### src/rtl/fwrx_pkg.sv
`default_nettype none
package fwrx_pkg;

  localparam logic [1:0] FUNC_START = 2'd0;
  localparam logic [1:0] FUNC_ERASE = 2'd1;
  localparam logic [1:0] FUNC_DATA  = 2'd2;

  localparam logic [2:0] PH_IDLE      = 3'd0;
  localparam logic [2:0] PH_ERASING   = 3'd1;
  localparam logic [2:0] PH_RECEIVING = 3'd2;
  localparam logic [2:0] PH_VERIFIED  = 3'd3;
  localparam logic [2:0] PH_ERROR     = 3'd4;

  localparam logic [2:0] RP_NONE    = 3'd0;
  localparam logic [2:0] RP_STARTED = 3'd1;
  localparam logic [2:0] RP_ACK     = 3'd2;
  localparam logic [2:0] RP_DONE    = 3'd3;
  localparam logic [2:0] RP_NACK    = 3'd4;

  localparam logic       REG_MAX_IMAGE = 1'b0;
  localparam logic       REG_BASE_ADDR = 1'b1;

  localparam logic [31:0] CRC_POLY          = 32'hEDB88320;
  localparam logic [31:0] ALL_ONES          = 32'hFFFFFFFF;
  localparam logic [31:0] DEFAULT_MAX_IMAGE = 32'(384 * 1024);
  localparam logic [31:0] DEFAULT_BASE      = 32'h08080000;

  localparam int FIFO_DEPTH = 4;
  localparam int FIFO_AW    = $clog2(FIFO_DEPTH);

  typedef struct packed {
    logic [2:0]  reply;
    logic [2:0]  phase;
    logic        program_strobe;
    logic [31:0] flash_address;
    logic [31:0] bytes_received;
    logic [31:0] final_crc;
    logic        last;
  } result_t;

  typedef struct packed {
    logic valid;
    logic two;
  } push_t;

  function automatic logic [31:0] crc_fold_byte(input logic [31:0] crc_in,
                                                input logic [7:0] data);
    logic [31:0] c;
    c = crc_in ^ {24'd0, data};
    for (int i = 0; i < 8; i++) begin
      if (c[0]) begin
        c = (c >> 1) ^ CRC_POLY;
      end else begin
        c = c >> 1;
      end
    end
    return c;
  endfunction

endpackage
`default_nettype wire

### src/rtl/fwrx_result_fifo.sv
`default_nettype none
module fwrx_result_fifo (
  input  wire logic              clk,
  input  wire logic              rst,
  input  wire fwrx_pkg::push_t   push,
  input  wire fwrx_pkg::result_t push_res0,
  input  wire fwrx_pkg::result_t push_res1,
  output logic                   room,
  output logic                   out_valid,
  input  wire logic              out_ready,
  output fwrx_pkg::result_t      head
);

  fwrx_pkg::result_t entries [fwrx_pkg::FIFO_DEPTH];
  logic [fwrx_pkg::FIFO_AW-1:0] wr_ptr;
  logic [fwrx_pkg::FIFO_AW-1:0] rd_ptr;
  logic [fwrx_pkg::FIFO_AW:0]   fill;
  logic [fwrx_pkg::FIFO_AW:0]   fill_next;
  logic                         pop;
  logic [fwrx_pkg::FIFO_AW:0]   push_n;
  logic [fwrx_pkg::FIFO_AW-1:0] wr_ptr_plus1;

  assign out_valid    = (fill != '0);
  assign pop          = out_valid && out_ready;
  assign room         = (fill <= (fwrx_pkg::FIFO_AW + 1)'(fwrx_pkg::FIFO_DEPTH - 2));
  assign head         = entries[rd_ptr];
  assign wr_ptr_plus1 = wr_ptr + 1'b1;

  always_comb begin
    push_n = '0;
    if (push.valid) begin
      push_n = push.two ? (fwrx_pkg::FIFO_AW + 1)'(2) : (fwrx_pkg::FIFO_AW + 1)'(1);
    end
    fill_next = fill + push_n - {{fwrx_pkg::FIFO_AW{1'b0}}, pop};
  end

  always_ff @(posedge clk) begin
    if (push.valid) begin
      entries[wr_ptr] <= push_res0;
      if (push.two) begin
        entries[wr_ptr_plus1] <= push_res1;
      end
    end
  end

  always_ff @(posedge clk) begin
    if (rst) begin
      wr_ptr <= '0;
      rd_ptr <= '0;
      fill   <= '0;
    end else begin
      wr_ptr <= wr_ptr + push_n[fwrx_pkg::FIFO_AW-1:0];
      if (pop) begin
        rd_ptr <= rd_ptr + 1'b1;
      end
      fill <= fill_next;
    end
  end

endmodule
`default_nettype wire

### src/rtl/fwrx_core.sv
`default_nettype none
module fwrx_core (
  input  wire logic              clk,
  input  wire logic              rst,
  input  wire logic              cfg_write,
  input  wire logic              cfg_index,
  input  wire logic [31:0]       cfg_data,
  input  wire logic              in_valid,
  output logic                   in_ready,
  input  wire logic [1:0]        func,
  input  wire logic [31:0]       image_size,
  input  wire logic [31:0]       expected_crc,
  input  wire logic [7:0]        data_byte,
  input  wire logic              write_ok,
  input  wire logic              frame_end,
  input  wire logic              erase_ok,
  input  wire logic              room,
  output fwrx_pkg::push_t        push,
  output fwrx_pkg::result_t      res0,
  output fwrx_pkg::result_t      res1
);

  logic [31:0] max_image_bytes;
  logic [31:0] image_base_address;

  logic        hold_valid;
  logic [1:0]  h_func;
  logic [31:0] h_size;
  logic [31:0] h_crc;
  logic [7:0]  h_byte;
  logic        h_wok;
  logic        h_fend;
  logic        h_eok;

  logic [2:0]  session_phase;
  logic [31:0] announced_size;
  logic [31:0] announced_crc;
  logic [31:0] running_crc;
  logic [31:0] byte_count;

  logic [2:0]  session_phase_next;
  logic [31:0] announced_size_next;
  logic [31:0] announced_crc_next;
  logic [31:0] running_crc_next;
  logic [31:0] byte_count_next;

  logic        fire;
  logic [31:0] crc_folded;
  logic [31:0] count_inc;
  logic [2:0]  reply0;
  logic        strobe;
  logic [31:0] addr;
  logic        two;

  assign fire     = hold_valid && room;
  assign in_ready = !hold_valid || room;

  assign crc_folded = fwrx_pkg::crc_fold_byte(running_crc, h_byte);
  assign count_inc  = (byte_count == fwrx_pkg::ALL_ONES) ? byte_count : byte_count + 32'd1;

  always_comb begin
    session_phase_next  = session_phase;
    announced_size_next = announced_size;
    announced_crc_next  = announced_crc;
    running_crc_next    = running_crc;
    byte_count_next     = byte_count;
    reply0              = fwrx_pkg::RP_NONE;
    strobe              = 1'b0;
    addr                = 32'd0;
    two                 = 1'b0;
    case (h_func)
      fwrx_pkg::FUNC_START: begin
        if (session_phase == fwrx_pkg::PH_IDLE) begin
          if (h_size != 32'd0 && h_size <= max_image_bytes) begin
            announced_size_next = h_size;
            announced_crc_next  = h_crc;
            running_crc_next    = fwrx_pkg::ALL_ONES;
            session_phase_next  = fwrx_pkg::PH_ERASING;
            reply0              = fwrx_pkg::RP_STARTED;
          end else begin
            reply0 = fwrx_pkg::RP_NACK;
          end
        end
      end
      fwrx_pkg::FUNC_ERASE: begin
        if (session_phase == fwrx_pkg::PH_ERASING) begin
          if (h_eok) begin
            byte_count_next    = 32'd0;
            session_phase_next = fwrx_pkg::PH_RECEIVING;
            reply0             = fwrx_pkg::RP_ACK;
          end else begin
            session_phase_next = fwrx_pkg::PH_ERROR;
          end
        end
      end
      fwrx_pkg::FUNC_DATA: begin
        if (session_phase == fwrx_pkg::PH_RECEIVING) begin
          strobe = 1'b1;
          addr   = image_base_address + byte_count;
          if (!h_wok) begin
            session_phase_next = fwrx_pkg::PH_ERROR;
            reply0             = fwrx_pkg::RP_NACK;
          end else begin
            running_crc_next = crc_folded;
            byte_count_next  = count_inc;
            if (h_fend) begin
              if (count_inc >= announced_size) begin
                running_crc_next = ~crc_folded;
                reply0           = fwrx_pkg::RP_DONE;
                if (~crc_folded == announced_crc) begin
                  session_phase_next = fwrx_pkg::PH_VERIFIED;
                end else begin
                  session_phase_next = fwrx_pkg::PH_ERROR;
                  two                = 1'b1;
                end
              end else begin
                reply0 = fwrx_pkg::RP_ACK;
              end
            end
          end
        end
      end
      default: begin
      end
    endcase
  end

  always_comb begin
    push.valid = fire;
    push.two   = two;

    res0.reply          = reply0;
    res0.phase          = session_phase_next;
    res0.program_strobe = strobe;
    res0.flash_address  = addr;
    res0.bytes_received = byte_count_next;
    res0.final_crc      = running_crc_next;
    res0.last           = !two;

    res1.reply          = fwrx_pkg::RP_NACK;
    res1.phase          = session_phase_next;
    res1.program_strobe = 1'b0;
    res1.flash_address  = 32'd0;
    res1.bytes_received = byte_count_next;
    res1.final_crc      = running_crc_next;
    res1.last           = 1'b1;
  end

  always_ff @(posedge clk) begin
    if (in_valid && in_ready) begin
      h_func <= func;
      h_size <= image_size;
      h_crc  <= expected_crc;
      h_byte <= data_byte;
      h_wok  <= write_ok;
      h_fend <= frame_end;
      h_eok  <= erase_ok;
    end
  end

  always_ff @(posedge clk) begin
    if (rst) begin
      hold_valid         <= 1'b0;
      max_image_bytes    <= fwrx_pkg::DEFAULT_MAX_IMAGE;
      image_base_address <= fwrx_pkg::DEFAULT_BASE;
      session_phase      <= fwrx_pkg::PH_IDLE;
      announced_size     <= 32'd0;
      announced_crc      <= 32'd0;
      running_crc        <= fwrx_pkg::ALL_ONES;
      byte_count         <= 32'd0;
    end else begin
      if (in_valid && in_ready) begin
        hold_valid <= 1'b1;
      end else if (fire) begin
        hold_valid <= 1'b0;
      end
      if (cfg_write) begin
        unique case (cfg_index)
          fwrx_pkg::REG_MAX_IMAGE: max_image_bytes    <= cfg_data;
          fwrx_pkg::REG_BASE_ADDR: image_base_address <= cfg_data;
          default: begin
          end
        endcase
      end
      if (fire) begin
        session_phase  <= session_phase_next;
        announced_size <= announced_size_next;
        announced_crc  <= announced_crc_next;
        running_crc    <= running_crc_next;
        byte_count     <= byte_count_next;
      end
    end
  end

endmodule
`default_nettype wire

### src/rtl/firmware_image_receiver_crc32.sv
`default_nettype none
// Firmware-update session tracker with CRC32 check. Each transaction on the
// input channel (start, erase result or data byte) is captured in an input
// register and processed, once the result queue has room, by one pass of
// logic that updates the session state and folds a data byte into the
// reflected CRC32. Its one or two results go into a four-entry result
// queue, so one input transaction is taken every cycle while the output side
// keeps up; each result passes the input register and the queue. A failed
// CRC check yields two results, the second a nack. Configuration writes take
// effect at once and should be made only while no transaction is in flight.
module firmware_image_receiver_crc32 (
  input  wire logic        clk,
  input  wire logic        rst,
  input  wire logic        cfg_write,
  input  wire logic        cfg_index,
  input  wire logic [31:0] cfg_data,
  input  wire logic        in_valid,
  output logic             in_ready,
  input  wire logic [1:0]  func,
  input  wire logic [31:0] image_size,
  input  wire logic [31:0] expected_crc,
  input  wire logic [7:0]  data_byte,
  input  wire logic        write_ok,
  input  wire logic        frame_end,
  input  wire logic        erase_ok,
  output logic             out_valid,
  input  wire logic        out_ready,
  output logic [2:0]       reply,
  output logic [2:0]       phase,
  output logic             program_strobe,
  output logic [31:0]      flash_address,
  output logic [31:0]      bytes_received,
  output logic [31:0]      final_crc,
  output logic             last
);

  fwrx_pkg::push_t   push;
  fwrx_pkg::result_t res0;
  fwrx_pkg::result_t res1;
  fwrx_pkg::result_t head;
  logic              room;

  fwrx_core u_core (
    .clk          (clk),
    .rst          (rst),
    .cfg_write    (cfg_write),
    .cfg_index    (cfg_index),
    .cfg_data     (cfg_data),
    .in_valid     (in_valid),
    .in_ready     (in_ready),
    .func         (func),
    .image_size   (image_size),
    .expected_crc (expected_crc),
    .data_byte    (data_byte),
    .write_ok     (write_ok),
    .frame_end    (frame_end),
    .erase_ok     (erase_ok),
    .room         (room),
    .push         (push),
    .res0         (res0),
    .res1         (res1)
  );

  fwrx_result_fifo u_fifo (
    .clk       (clk),
    .rst       (rst),
    .push      (push),
    .push_res0 (res0),
    .push_res1 (res1),
    .room      (room),
    .out_valid (out_valid),
    .out_ready (out_ready),
    .head      (head)
  );

  assign reply          = head.reply;
  assign phase          = head.phase;
  assign program_strobe = head.program_strobe;
  assign flash_address  = head.flash_address;
  assign bytes_received = head.bytes_received;
  assign final_crc      = head.final_crc;
  assign last           = head.last;

endmodule
`default_nettype wire

### config.mk
export PLATFORM = sky130hd
export DESIGN_NAME = firmware_image_receiver_crc32
export DESIGN_NICKNAME = d
export VERILOG_FILES = /design/src/rtl/fwrx_pkg.sv /design/src/rtl/fwrx_result_fifo.sv /design/src/rtl/fwrx_core.sv /design/src/rtl/firmware_image_receiver_crc32.sv
export SDC_FILE = /design/constraint.sdc
export NUM_CORES = 1
export LEC_CHECK = 0
export BUFFER_PORTS_ARGS = -buffer_cell sky130_fd_sc_hd__buf_2
export CORE_ASPECT_RATIO = 1.1
export CORE_MARGIN = 5
export CORE_UTILIZATION = 56
export DETAILED_ROUTE_END_ITERATION = 16
export PLACE_DENSITY_LB_ADDON = 0.12
export SLEW_MARGIN = 10
export SYNTH_ARGS = -nofsm -noshare
export SYNTH_HDL_FRONTEND = slang
export SYNTH_HIERARCHICAL = 1
export SYNTH_SLANG_ARGS = --single-unit
### constraint.sdc
create_clock -name clk -period 8.76 [get_ports clk]
set_input_delay 0 -clock clk [delete_from_list [all_inputs] [get_ports clk]]
set_output_delay 0 -clock clk [all_outputs]
set_load 0.05 [all_outputs]
### Word level (Yosys, flattened, before mapping)

Memory sizes are Yosys's and may differ from the RTL's. A register that Yosys moved wholly into a read port is not among the register bits.
Index checks and enable logic that the tools add are counted.
W data, S select, Z words.

* equal/unequal tests: 6
* muxes and demuxes: 61
* magnitude comparators: 3
* reduce and logical (&&, ||, !) cells: 15
* add/sub/neg operators: 7
* bitwise logic cells: 11

Operators with widths (number)
* $mux W32: 21
* $pmux W32 S2: 2
* $not A13 Y14: 8
* $mux W3: 16
* $add A32 B1 Y32 const B: 1
* $add A32 B32 Y32: 1
* $eq A32 B32 Y1: 1
* $eq A32 B32 Y1 const B: 1
* $ge A32 B32 Y1: 1
* $le A32 B32 Y1: 1
* $not A32 Y32: 1
* $reduce_bool A32 Y1: 1
* $xor A32 B8 Y32: 1
* $pmux W3 S3: 2
* $mux W1: 16
* $mux W2: 4
* $add A2 B1 Y2 const B: 2
* $logic_and A1 B1 Y1: 4
* $reduce_and A2 Y1: 2
* $reduce_and A4 Y1: 1
* $add A3 B3 Y3: 1
* $eq A3 B1 Y1 const B: 1
* $eq A3 B2 Y1 const B: 1
* $le A3 B2 Y1 const B: 1
* 11 further kinds: 12

* memories: 1
* flip-flop bits (word level): 280
* input bits: 115
* memory bits (writable): 416
* output and inout bits: 106
* word-level logic and storage cells: 122

Memories
* u_fifo.entries: words 4, width 104, rd ports 1, clocked after Yosys merged registers in 1, wr ports 2, line fwrx_result_fifo.sv:14 `fwrx_pkg::result_t entries [fwrx_pkg::FIFO_DEPTH];`

### Logic depth before layout (Yosys ltp)

Gate-level depths: netlist of run 1.

* depth in word-level cells: 29
* depth in mapped cells: 31

### Cells and area by module

Netlist of run 1, hierarchy kept.

Modules (own cells, without submodules)
* fwrx_result_fifo: instances 1, cells an instance 1061, area each 20973.9 um^2
* fwrx_core: instances 1, cells an instance 1981, area each 17180.2 um^2

### Worst setup path before layout of run 1

OpenSTA, ideal clock, no wires.

* path kind: register to register
* start point: reg u_core.byte_count[10]
* end point: mem u_fifo/entries[2][0] (netlist bit) (enable)
* period minus slack after synthesis: 9491 ps
* cell stages (with the launch flop): 25
* slack: -731 ps
* arrival: 8911 ps
* cells stage by stage: dfxtp_1 > clkbuf_1 > and4_1 > clkbuf_1 > nand4_1 > or3_1 > nor2_1 > nand3_1 > nor2_1 > xor2_1 > ha_1 > nand3_1 > nor3_1 > nand2_1 > a21oi_1 > o221a_2 > a211o_1 > buf_2 > buf_2 > nand3_1 > inv_1 > buf_4 > buf_2 > a21oi_1 > nor2b_1

RTL lines
* start, declared: line fwrx_core.sv:39 `logic [31:0] byte_count;`
* start signal, assigned: line fwrx_core.sv:190 `byte_count <= byte_count_next;`
* end, declared: line fwrx_result_fifo.sv:14

==> reports/metrics.csv, run 1 <==
stage;metric;value;unit
route;DRC errors left;0;
sta;Max Transition Viols Final;0;
synth;Synth Warn #;6;
sta;min Tclk post-route;6.73;ns
clock_network;Longest Clk Path Bufs;3;
clock_network;Worst-path clk slew;0.06;ns
final_layout;number of fill cells in the layout;5244;
sta;final hold vios;0;
placed_design;Placed Instances;3920;
placed_design;hpwl dp;65800;um
clock_network;clk_lat worst skew;0.62;ns
synth;cell taking the most area after synthesis;edfxtp_1;
power_and_ir_drop;Leak;16.4;nW
clock_network;post-CTS setup repair buffer count;0;
clock_network;hold buffer count at CTS;135;
synth;proportion of synthesized area in mux cells;0.209;
route;wire per inst;23.3;um
synth;Synth Area in Simple Gates;0.0803;
clock_network;number of gates resized after CTS;0;
sta;clock skew;0.0197;ns
global_routing;largest net degree at the start of global routing;105;
synth;number of synthesized flops with an enable pin;493;
worst_setup_path;CP cell instances;and4_1 > nand4_1 > nor3_1 > nand4_1 > xnor2_1 > ha_1 > a21o_1 > a21o_1 > a21oi_1 > o2111ai_1 > o221a_2 > a211o_1 > buf_4 > nand3_1 > inv_1 > nand3_4 > buf_4 > mux2_2;
synth;Synth Area in Adders;0.0352;
worst_setup_path;Crit path largest cell delay;0.59;ns
final_layout;n_diodes;0;
sta;Max Fclk;0.148;GHz
global_routing;initial antenna violation count;0;
final_layout;Final nets;3486;
floorplanning;FP Rows;100;
power_and_ir_drop;power share of the clock group;0.322;
floorplanning;starting density of the core;0.565;
worst_setup_path;Startpoint Class;register;
floorplanning;die height;284;um
synth;#FFs+latches synth;698;
synth;post-synthesis compound-gate area fraction;0.0707;
route;Post-DRT Antenna Nets;0;
worst_setup_path;arrival time worst endpoint;7.09;ns
placed_design;port bufs;220;
global_routing;GRT Residual Overflow;0;
clock_network;H-tree depth reported by CTS;3;
clock_network;CTS buffer count;74;
synth;XOR/XNOR share of the synthesized area;0.0542;
synth;Distinct cells, synth;82;
synth;largest family of logic cells by synthesized area;multiplexers;
placed_design;Post-DP Area;39200;um2
final_layout;area grow syn2layout;12.6;%
global_routing;vias in the first global route;24800;
power_and_ir_drop;Cell Pwr Density;223;nW/um2
sta;fin worst setup slack;2.03;ns
final_layout;fraction of layout cells with a size suffix above 1;0.264;
sta;Tcrit/Tclk final;0.769;
sta;Worst slew margin;0.151;
sta;final-report setup violation count;0;
placed_design;worst slack, placed;2.12;ns
placed_design;routability congestion estimate;0.915;
synth;Cell Area, Synth;38200;um2
flow_run;Max-Cap Viols;0;
floorplanning;Die Wd;259;um
floorplanning;Core Box Area;67600;um2
floorplanning;Die Area;73500;um2
clock_network;clock sink count;698;
worst_hold_path;HP Class;input pin to register;
worst_setup_path;CP max-delay cell;buf_4;
power_and_ir_drop;Max rail drop VDD;0.000153;V
power_and_ir_drop;Seq pwr share;0.404;
global_routing;GR Util All Layers;0.259;
synth;sequential area share after synthesis;0.496;
clock_network;root buf cell;clkbuf_16;
floorplanning;number of I/O pins;221;
synth;cell count after synthesis;3042;
power_and_ir_drop;Sw Share;0.331;
final_layout;Design Area, Final;43000;um2
synth;top_reg_cell synth;edfxtp_1;
power_and_ir_drop;combinational share of power;0.274;
route;Initial DRC Count;2151;
worst_setup_path;kind of critical path;register to register;
power_and_ir_drop;internal power;6.40;mW
sta;Slew @ Worst Pin;1.26;ns
final_layout;Post-Layout Cell Count;4193;
synth;syn avg cell area;12.5;um2
synth;main area contributors after synthesis;edfxtp_1 39%, dfxtp_1 11%, mux2_2 7.1%;
route;final wirelength;97500;um
sta;RSZ-0062 raised after global routing;false;
clock_network;CTS tree;yes;
synth;post-synth top area share;0.388;
route;routed vias;24800;
worst_setup_path;CP Data Required Time;9.12;ns
power_and_ir_drop;switching power;3.17;mW
global_routing;first-pass GRT wire length;148000;um
status;status;complete, no violations;
route;1st-pass router iterations;6;
worst_setup_path;Crit Path Max Fanout;34;
route;vias per cell;5.92;
worst_setup_path;Worst Setup End Kind;register;
synth;FFs w/ async S/R, synth;0;
[placed cells by master, fill, tap and decap left out, drive strengths merged, types with 32 or more instances in the layout]
cell type	Yosys	routed
edfxtp	493	493
mux2	421	421
buf	195	265
nand2	257	257
dfxtp	205	205
nor2	193	193
a21oi	167	167
dlygate4sd3	0	135
xnor2	116	116
ha	104	104
mux4	104	104
inv	92	97
clkbuf	93	92
nand3	67	67
o21ai	65	65
xor2	49	49
mux2i	45	45
conb	2	37
a21o	35	35
nand4	32	32
clkinv	0	32
[metal layers]
metal	GRT usage	vias up	wire length, um
met4	0.0660	0	2200
met3	0.0369	143	6650
met2	0.410	909	45000
li1	-	11600	-
met5	0	-	0
met1	0.381	12200	43700
[stage by stage]
stage	hold slack [ns]	TNS [ns]	total power, mW	util
2_1_floorplan	0.0667	-98.10	5.89	-
3_3_place_gp	0.177	0	6.51	0.580
3_5_place_dp	0.178	0	6.53	0.580
4_1_cts	0.0533	0	9.66	0.635
5_1_grt	0.0820	0	9.95	0.636
6_report	0.0924	0	9.57	0.636
[cells in the mapped netlist, types with 13 or more instances]
cell,instances
buf_6,20
nor3_1,24
nor2_1,193
nand4_1,32
edfxtp_1,493
a221o_1,17
buf_4,117
clkbuf_1,93
mux2_4,121
dfxtp_1,205
nand2b_1,14
a21oi_1,167
or3_1,13
mux2i_1,45
buf_2,49
nand2_1,256
and3_1,13
xor2_1,48
o21ai_0,64
mux2_2,240
a21o_1,35
inv_1,92
xnor3_1,17
a31oi_1,20
and2_1,13
mux2_1,60
ha_1,104
mux4_2,104
nand3_1,65
xnor2_1,112
[cell families (layout without fill, tap and decap cells)]
logic type      count (synthesis)  count (layout)
compound gates                421             421
simple gates                  675             675
xor+xnor                      190             190
other cells                     2              37
fa+ha+maj                     106             106
mux                           570             570
flops                         698             698
buf+inv                       380             629
[state kept, by name, indices dropped and copies added (netlist names), named ones only]
name                       cells
u_fifo/rd_ptr                  2
u_fifo/entries               416
u_core/byte_count             32
u_core/announced_size         32
u_core/h_fend                  1
u_core/max_image_bytes        32
u_core/session_phase           3
u_core/h_func                  2
u_core/h_crc                  32
u_fifo/fill                    3
u_core/h_size                 32
u_fifo/wr_ptr                  2
u_core/announced_crc          32
u_core/h_eok                   1
u_core/h_wok                   1
u_core/image_base_address     32
u_core/h_byte                  8
u_core/running_crc            32
u_core/hold_valid              1
[worst max-delay path: cells and delay by family (launching register included)]
family | cells | cell delay (ns)
and+or+nand+nor | 6 | 2.24
AOI/OAI and AO/OA | 6 | 1.62
buffers and inverters | 3 | 1.08
DFF | 1 | 0.50
muxes | 1 | 0.41
adders and majority gates | 1 | 0.31
xor gates and xnor gates | 1 | 0.30
[power groups by stage]
| stage | Clock, mW | Combinational, mW | Sequential [mW] |
|---|---|---|---|
| after floorplan | 0 | 2.05 | 3.84 |
| after global placement | 0 | 2.58 | 3.93 |
| after detailed placement | 0 | 2.59 | 3.94 |
| after CTS | 3.14 | 2.64 | 3.87 |
| after global routing | 3.28 | 2.78 | 3.89 |
| final | 3.08 | 2.63 | 3.87 |
[area by class of cell]
class / instances / area [um2] / area share
well taps: 867 / 1080 / 0.0253
clock buffers: 92 / 1980 / 0.0461
flip-flops and latches: 698 / 18900 / 0.440
repair buffers: 400 / 2870 / 0.0667
multi-input cells: 1999 / 17400 / 0.404
clock inverters: 45 / 387 / 0.00900
inverters: 92 / 345 / 0.00804
[final timing paths]
kind | start | end | slack (ns) | cells after the start
worst min register to register | u_core/max_image_bytes[23] | u_core/max_image_bytes[23] | 0.46 | 2
worst max register to register | u_core/byte_count[3] | u_fifo/entries[2][4] | 2.03 | 18
worst min-delay path | expected_crc[4] | u_core/h_crc[4] | 0.09 | 2
worst max-delay path | u_core/byte_count[3] | u_fifo/entries[2][4] | 2.03 | 18
No activity file was read; power rests on OpenSTA's default activity.
==> inputs of run 2 (changes only) <==
- clock period: 8.76 -> 5.9 ns (I/O delays scaled with it)
==> run 2 against run 1 <==
  * Critical path depth grew 7
  * Worst hold slack lost 0.0078 ns
  * Flip-flop and latch count is the same
  * Utilization grew 0.59 points
  * Clock skew grew 0.0053 ns
  * Sequential power grew 49%
  * Die area is the same
  * Global-route usage grew 0.27 points
  * Final area grew 0.93%
  * Sequential share of layout area shrank 0.39 points
  * Routed wire length grew 0.39%
  * Register-to-register slack lost 1.7 ns
==> reports/metrics.csv, run 2 (synthesis results as in run 1) <==
stage;metric;value;unit;change
status;status;complete, no violations;;
global_routing;GR Util All Layers;0.262;;+0.00273
power_and_ir_drop;Cell Pwr Density;328;nW/um2;+47%
route;final wirelength;97900;um;+0.39%
sta;Max Transition Viols Final;0;;unchanged
final_layout;max reg flops;416;;unchanged
sta;RSZ-0062 raised after global routing;false;;
clock_network;clk_lat worst skew;0.63;ns;about the same
worst_setup_path;Worst Setup End Kind;register;;
sta;total negative setup slack;0;ns;unchanged
final_layout;commonest non-fill, non-tap cell in the layout;edfxtp_1;;
worst_hold_path;worst hold path depth;5;;+3
worst_setup_path;Crit Path Max Fanout;8;;-76%
sta;Max Fclk;0.179;GHz;+21%
final_layout;most frequent cells in the layout;493 x edfxtp_1, 256 x nand2_1, 240 x mux2_2;;
clock_network;H-tree depth reported by CTS;3;;unchanged
sta;final hold vios;0;;unchanged
sta;min Tclk post-route;5.58;ns;-1.15 ns
route;Post-DRT Antenna Nets;0;;unchanged
final_layout;Design Area, Final;43400;um2;+0.93%
sta;Slew @ Worst Pin;1.27;ns;+0.00847 ns
route;wire per inst;23.2;um;-0.25%
final_layout;Final nets;3512;;+0.75%
worst_setup_path;Startpoint Class;register;;
floorplanning;die height;284;um;unchanged
final_layout;n_diodes;0;;unchanged
clock_network;root buf cell;clkbuf_16;;
placed_design;hpwl dp;66000;um;+0.32%
route;Initial DRC Count;2171;;+0.93%
clock_network;CTS buffer count;75;;+1.4%
worst_hold_path;HP Class;input pin to register;;
final_layout;area grow syn2layout;13.6;%;
clock_network;Worst-path clk slew;0.06;ns;about the same
placed_design;Post-DP Area;39700;um2;+1.3%
global_routing;first-pass GRT wire length;150000;um;+1.3%
global_routing;vias in the first global route;24900;;+0.48%
placed_design;routability congestion estimate;0.929;;+1.6%
sta;Worst slew margin;0.147;;-0.00400
floorplanning;Die Wd;259;um;unchanged
power_and_ir_drop;Max rail drop VDD;0.000218;V;+43%
clock_network;CTS tree;yes;;
route;vias per cell;5.90;;-0.34%
flow_run;Max-Cap Viols;0;;unchanged
final_layout;fraction of layout cells with a size suffix above 1;0.274;;+0.0101
route;DRC errors left;0;;unchanged
global_routing;GRT Residual Overflow;0;;unchanged
worst_setup_path;arrival time worst endpoint;6.07;ns;-1.02 ns
clock_network;Longest Clk Path Bufs;3;;unchanged
global_routing;initial antenna violation count;1;;+1
sta;clock skew;0.0249;ns;+0.00527 ns
floorplanning;FP Rows;100;;unchanged
route;routed vias;24900;;+0.30%
floorplanning;number of I/O pins;221;;unchanged
global_routing;largest net degree at the start of global routing;103;;-1.9%
power_and_ir_drop;Leak;16.7;nW;+1.3%
worst_setup_path;kind of critical path;register to register;;
worst_setup_path;R2R depth;25;;+7
floorplanning;starting density of the core;0.565;;unchanged
worst_setup_path;CP Data Required Time;6.39;ns;-2.73 ns
floorplanning;Core Box Area;67600;um2;unchanged
final_layout;Biggest register;u_fifo/entries;;
floorplanning;Die Area;73500;um2;unchanged
route;1st-pass router iterations;6;;unchanged
clock_network;clock sink count;698;;unchanged
placed_design;port bufs;220;;unchanged
sta;final-report setup violation count;0;;unchanged
sta;Tcrit/Tclk final;0.946;;+0.177
## run 2: worst max-delay path, stage by stage (launching register included)
cell and delay [ns]:
dfxtp_2 0.41, and4_2 0.32, nand4_1 0.20, nor4_4 0.39, nor3_1 0.12, nand3_1 0.16, nor2_1 0.07, xor2_1 0.20
ha_1 0.29, a21o_1 0.18, a21o_1 0.16, a2111oi_0 0.44, o21bai_1 0.13, a21o_1 0.20, a211o_1 0.37, nand3_1 0.17
inv_1 0.07, nand2b_1 0.18, ha_1 0.32, inv_1 0.06, ha_1 0.12, inv_1 0.05, fa_1 0.43, xnor2_1 0.18
xnor2_1 0.15, nor2_1 0.06
## run 2: per-layer routing
metal / track usage / wire length, um
met1: 0.392 / 44600
met2: 0.409 / 44300
met3: 0.0405 / 7210
met4: 0.0588 / 1790
met5: 0 / 0
## run 2: final timing paths
kind	slack, ns	startpoint	endpoint
worst max register to register	0.32	u_core/byte_count[11]	u_fifo/fill[2]
worst min-delay path	0.08	cfg_write	u_core/image_base_address[20]
worst max-delay path	0.32	u_core/byte_count[11]	u_fifo/fill[2]
worst min register to register	0.46	u_core/max_image_bytes[23]	u_core/max_image_bytes[23]
## run 2: stage by stage
step	utilization	setup slack, ns	total power, mW	instances	hold WS [ns]
floorplan	-	0.00706	8.75	3077	0.0667
global placement	0.588	0.302	9.70	3955	0.176
CTS	0.641	0.215	14.4	4219	0.0427
finish	0.642	0.319	14.2	4220	0.0846
detailed placement	0.588	0.246	9.73	3955	0.178
global route	0.642	0.0542	14.8	4220	0.0713
## run 2: layout make-up
| type | instances | area (um2) |
|---|---|---|
| inverter | 92 | 345 |
| clock inverter | 32 | 244 |
| fill | 5128 | 24200 |
| timing repair buffer | 425 | 3220 |
| multi-input combinational | 1999 | 17400 |
| sequential | 698 | 18900 |
| tap | 867 | 1080 |
| clock buffer | 107 | 2120 |
## run 2: power breakdown
| group | internal (mW) | leakage [nW] | switching [mW] |
|---|---|---|---|
| sequential | 5.51 | 6.29 | 0.240 |
| combinational | 1.43 | 9.21 | 2.50 |
| clock | 2.61 | 1.15 | 1.95 |
## run 2: repair_timing
| action | 4_1_cts | 5_1_grt |
|---|---|---|
| setup endpoints to repair | 0 | 61 |
| buffers inserted | 0 | 1 |
| hold endpoints to repair | 195 | 0 |
| resized for setup | 0 | 10 |
| hold buffers | 125 | 0 |
